File: src/rtl/core/array_linked_list_engine_defines.svh
// Assertion macros shared by the linked list engine RTL.
`ifndef ARRAY_LINKED_LIST_ENGINE_DEFINES_SVH
`define ARRAY_LINKED_LIST_ENGINE_DEFINES_SVH

// condition holds at every clock edge outside reset
`define ALLE_ASSERT_ALWAYS(label, clk, rst_n, cond) \
    label: assert property (@(posedge clk) disable iff (!rst_n) (cond)) \
        else $error("invariant violated");

// consequent holds in the same cycle as the antecedent
`define ALLE_ASSERT_IMPL(label, clk, rst_n, ante, cons) \
    label: assert property (@(posedge clk) disable iff (!rst_n) (ante) |-> (cons)) \
        else $error("implication violated");

// consequent holds in the cycle after the antecedent
`define ALLE_ASSERT_NEXT(label, clk, rst_n, ante, cons) \
    label: assert property (@(posedge clk) disable iff (!rst_n) (ante) |=> (cons)) \
        else $error("next-cycle implication violated");

`endif

File: src/rtl/core/alle_pkg.sv
// Types and constants of the linked list engine.
package alle_pkg;

    localparam int ACTION_W = 3;
    localparam int VALUE_W  = 32;
    localparam int POS_W    = 11;
    localparam int STATUS_W = 2;

    typedef enum logic [ACTION_W-1:0] {
        ACT_INS_HEAD   = 3'd0,
        ACT_INS_AFTER  = 3'd1,
        ACT_DEL_AFTER  = 3'd2,
        ACT_WALK_FIRST = 3'd3,
        ACT_WALK_NEXT  = 3'd4
    } t_action;

    localparam logic [STATUS_W-1:0] ST_OK      = 2'd0;
    localparam logic [STATUS_W-1:0] ST_FULL    = 2'd1;
    localparam logic [STATUS_W-1:0] ST_BAD_POS = 2'd2;

    typedef struct packed {
        logic signed [VALUE_W-1:0] read_value;
        logic                      at_end;
        logic [STATUS_W-1:0]       status;
    } t_result;

endpackage

File: src/rtl/core/alle_out_buf.sv
// Output register of the result channel; frees the core while a result waits.
module alle_out_buf (
    input  logic                                i_clk,
    input  logic                                i_rst_n,
    input  logic                                i_load,
    input  alle_pkg::t_result                   i_res,
    input  logic                                i_out_ready,
    output logic                                o_out_valid,
    output logic signed [alle_pkg::VALUE_W-1:0] o_read_value,
    output logic                                o_at_end,
    output logic [alle_pkg::STATUS_W-1:0]       o_status,
    output logic                                o_free
);
    import alle_pkg::*;

    logic    r_valid;
    t_result r_res;

    always_ff @(posedge i_clk) begin
        if (!i_rst_n) begin
            r_valid <= 1'b0;
        end else if (i_load) begin
            r_valid <= 1'b1;
        end else if (i_out_ready) begin
            r_valid <= 1'b0;
        end
    end

    always_ff @(posedge i_clk) begin
        if (i_load) begin
            r_res <= i_res;
        end
    end

    assign o_free       = !r_valid || i_out_ready;
    assign o_out_valid  = r_valid;
    assign o_read_value = r_res.read_value;
    assign o_at_end     = r_res.at_end;
    assign o_status     = r_res.status;

endmodule

File: config.mk
export PLATFORM = sky130hd
export DESIGN_NAME = alle_out_buf
export DESIGN_NICKNAME = d
export VERILOG_FILES = /design/src/rtl/core/array_linked_list_engine_defines.svh /design/src/rtl/core/alle_pkg.sv /design/src/rtl/core/alle_out_buf.sv
export SDC_FILE = /design/constraint.sdc
export NUM_CORES = 1
export LEC_CHECK = 0
export BUFFER_PORTS_ARGS = -buffer_cell sky130_fd_sc_hd__buf_2
export CAP_MARGIN = 20
export CORE_ASPECT_RATIO = 1.1
export CORE_MARGIN = 2
export CORE_UTILIZATION = 42
export CTS_BUF_LIST = sky130_fd_sc_hd__clkbuf_16
export DETAILED_ROUTE_END_ITERATION = 10
export PLACE_DENSITY = 0.9
export SYNTH_ARGS = -nofsm -noshare
export SYNTH_HDL_FRONTEND = slang
export SYNTH_SLANG_ARGS = --single-unit
File: constraint.sdc
create_clock -name i_clk -period 1.2 [get_ports i_clk]
set_input_delay 0.12 -clock i_clk [delete_from_list [all_inputs] [get_ports i_clk]]
set_output_delay 0.12 -clock i_clk [all_outputs]
set_load 0.02 [all_outputs]
# Yosys cells after proc, flatten, opt, wreduce, memory -nomap -nowiden

Index checks and enable logic that the tools add are counted.

Register bits after elaboration: 36
Output and inout bits: 37
Input bits: 39

Reduce and logical (&&, ||, !) cells: 3
Multiplexer cells: 2

Operator list:

| cell              | count |
|---|---|
| $mux 1            | 2 |
| $reduce_bool 2->1 | 1 |
| $logic_not 1->1   | 1 |
| $logic_or 1x1->1  | 1 |

# Longest topological paths before layout

Word-level depth: 2
Mapped depth: 2

# Worst setup path after synthesis

No wires, ideal clock.

Kind: register to register
From: register o_out_valid (netlist name)
To: register r_valid (netlist: o_out_valid)
Clock period less this slack: 0.774 ns
Stages on the path, launching flop included: 3
Data required time: 1.134 ns
Slack: 0.426 ns
Data arrival time: 0.708 ns
Cell sequence: dfxtp_1 -> nand2b_4 -> a21boi_2

RTL lines:

| item                 | RTL line           | text |
|---|---|---|
| to (signal assigned) | alle_out_buf.sv:21 | `r_valid <= 1'b0;` |
| to (signal assigned) | alle_out_buf.sv:23 | `r_valid <= 1'b1;` |
| to (signal assigned) | alle_out_buf.sv:25 | `r_valid <= 1'b0;` |
| to (decl)            | alle_out_buf.sv:16 | `logic r_valid;` |

# Worst setup path in the final report

From: register r_valid (netlist: o_out_valid)
To: output o_free

Word-level cells in the longest chain between the ends: 2

Ends and longest elaborated chain:

| item             | RTL line           | text |
|---|---|---|
| $logic_not 1->1  | alle_out_buf.sv:35 | `assign o_free = !r_valid \|\| i_out_ready;` |
| $logic_or 1x1->1 | alle_out_buf.sv:35 |  |
| to (decl)        | alle_out_buf.sv:12 | `output logic o_free` |

Every way passes these cells.

==> results list <==
* Run status: finished clean
- In this run, CTS created clock tree buffers numbering 5.
* Unrepaired setup endpoints after global routing: no
- Number of antenna violations at the first check in global routing: 0
- Clock-pin slew reported for the worst setup and hold paths after clock tree synthesis: 0.05 ns
* Power density over cell area: 1795 mW/mm²
- Hold Fails Final Rpt: 0
- Mean instance size in the synthesized netlist: between 20 and 30 µm²
* Total number of nets in the final design: 161
- Measured against its own limit, the worst slew margin works out to 88.01%.
- Worst EP required: 1.08 ns
* Switching Share: between 20% and 30%
- P_sw: 646.3 µW
- Final setup violation count: 0
- Drc violations: 0
- In this run the worst path has a maximum fanout of 2.
- Flip-flop and latch count after synthesis: 36
- I/O pin total: 76
- Total leakage power: 0.7447 nW
- Count of distinct cell types in the synthesized netlist: 5
- After clock tree synthesis, the flow added hold-fix buffers numbering 0.
* Nature of the critical path endpoint: output pin
- The critical path goes through nand2b_4, buf_2.
* Gp weighted congestion: 0.7222
- Static timing analysis puts the maximum clock frequency at 1011 MHz.
- Sequential cells account for 50.5% of the total power.
- For the pin with the worst max-slew slack, the measured transition is 0.1799 ns.
* Cell types occupying the most area after synthesis: edfxtp_1, dfxtp_1, nand2b_4
- Via count: 690
- Combinational cell fraction of total power: between 10% and 20%
* Number of buffer cells added on primary ports: 75
- The critical path in this run is classified as reg2out.
- The clock reaches the later pin of the worst-skew pair after approximately 0.27 ns.
- Across the run, the number of max-cap violations was 0.
- The routed design has 2.067 mm of wire.
* Share of the cycle needed by the critical path after routing: 82.40%
* Worst Hold Class: in2reg
- Pint: between 2 and 2.5 mW
* Sum of negative setup slack: 0 ns
- The via count of the first global-routing pass is 669.
* Area grow syn2layout: 51.88%
- Gate count after technology mapping: 39
* Via/cell ratio: 4.481
* Worst setup SP type: register
- R2R setup slack: 0.58 ns
- Prior to clock tree synthesis, the placed netlist has a worst setup slack of about 0.45 ns.
- Pre-antenna DRT Iters: 3
- The die is 57.67 µm tall.
- Level count of the clock H-tree: 2
* Maximum number of buffers from clock root to sink: 2
- Proportion of layout cells with a drive suffix above 1: 67.48%
- Summed over all layers, the global routing overflow is 0.
- Yosys top cell area share: 95.56%
- Yosys warning count: 0
- The die covers 0.003044 mm².
- Area of all placed cells without fillers: 0.001670 mm²
- The routed design could run at a clock period as short as roughly 0.99 ns.
- Once the clock tree was built, the resizer swapped 0 gates to a different size.
* Critical Path Slowest Stage Cell: dfxtp_1
* Core Area: 0.002496 mm²
- Cell area after synthesis: 0.001100 mm²
* WL per Instance: 13.42 µm
- Syn Nets: 78
- Final clock skew: 0 ns
* Sum of buffers and inverters on the critical path: 1
* Hold Slack: 0.02076 ns
- Data arrives at the worst endpoint at 0.87 ns.
* Seq/Total Area, Yosys: a little over nine tenths
- The cell family contributing the most delay on the critical path is flip-flops.
- The clock network burns between 30% and 40% of the power.
- For this configuration, the core starts out at a cell density of around 44%.
- Overall global routing resource usage: 14.70%
- In the post-route analysis, the smallest setup slack over all paths is roughly 0.21 ns.
- TritonCTS built the clock tree.
* Cell area reported after detailed placement: 0.001534 mm²
* Wire length of the first global-routing pass: ~2.9 mm
- 0 antenna diodes ended up in the layout.
* DRC marker count from the first detailed-route iteration: 18
* Finished Layout Cells: 154
- The number of pins exceeding their max-slew limit in the final report came to 0.
- In this run the remaining antenna-violating nets after routing total 0.
- Number of placed instances with taps included: ~150
* Number of cell rows: 19
- Clock tree synthesis selected as its root buffer the cell clkbuf_16.
- Pin count of the biggest net entering global routing: 37
* CTS Sinks: 36
- DIE WIDTH: about 53 µm
- The worst-case IR drop observed on VDD is 1558 µV.
* Area leader, netlist: edfxtp_1
- On the worst path, the slowest cell contributes a delay of 0.38 ns.
- Buffers added to address setup during post-CTS repair amount to 0.
## stage by stage
stage | utilization, % | power (mW)
after floorplan | - | 1.682
after global placement | 61.45 | 1.849
after detailed placement | 61.45 | 1.860
after CTS | 66.92 | 3.024
after global routing | 66.92 | 3.103
final | 66.92 | 2.998
## state kept, by name, indices dropped and copies added, names as in the netlist
name / flops
o_read_value: 32
o_status: 2
o_at_end: 1
o_out_valid: 1
## power groups by stage
stage          clock, mW  combinational [mW]  sequential [mW]
3_5_place_dp           0               0.321             1.54
4_1_cts             1.19               0.322             1.51
5_1_grt             1.25               0.338             1.52
2_1_floorplan          0             0.00867             1.67
6_report            1.17               0.319             1.51
3_3_place_gp           0               0.315             1.53
## worst register-to-register path, cell delays in order (launching register included)
cell	delay (ns)
dfxtp_1	0.38
nand2b_4	0.07
a21boi_2	0.12
## kinds of logic (layout without fill, tap and decap cells)
logic type             after synthesis  in the layout  share of synthesized area, %
AO/OA/AOI/OAI                        1              1                         1.024
buffers and inverters                1             85                        0.3410
AND/OR/NAND/NOR                      1              1                         1.251
flip-flops                          36             36                         97.38
## Yosys cell counts
| cell type | number |
|---|---|
| a21boi_2 | 1 |
| dfxtp_1 | 1 |
| edfxtp_1 | 35 |
| inv_1 | 1 |
| nand2b_4 | 1 |
## metal layers
| layer | wire length, µm | vias up | global-route usage [%] |
|---|---|---|---|
| met5 | 0 | - | 0 |
| met4 | 36 | 0 | 9.890 |
| met3 | 423 | 6 | 13.92 |
| met2 | 934 | 65 | 21.25 |
| met1 | 673 | 299 | 12.38 |
| li1 | - | 320 | - |
## layout make-up
type	instances	area [µm²]
Clock buffer	5	125.1
Clock inverter	3	11.26
Fill cell	178	825.8
Inverter	1	3.754
Multi-Input combinational cell	2	25.02
Sequential cell	36	1071
Tap cell	31	38.79
Timing Repair Buffer	76	395.4
## path summary, 6_finish.rpt
check              start               to  cells past startpoint
max          o_out_valid           o_free                      2
min             i_res[6]  o_read_value[3]                      1
max reg2reg  o_out_valid      o_out_valid                      2
min reg2reg  o_out_valid      o_out_valid                      2
## placed cells by master (no fill, tap or decap)
master / instances
inv_1: 3
a21boi_2: 1
clkinv_1: 1
dfxtp_1: 1
clkbuf_16: 5
buf_2: 75
edfxtp_1: 35
nand2b_4: 1
buf_12: 1
Power figures use the tool's default switching activity.
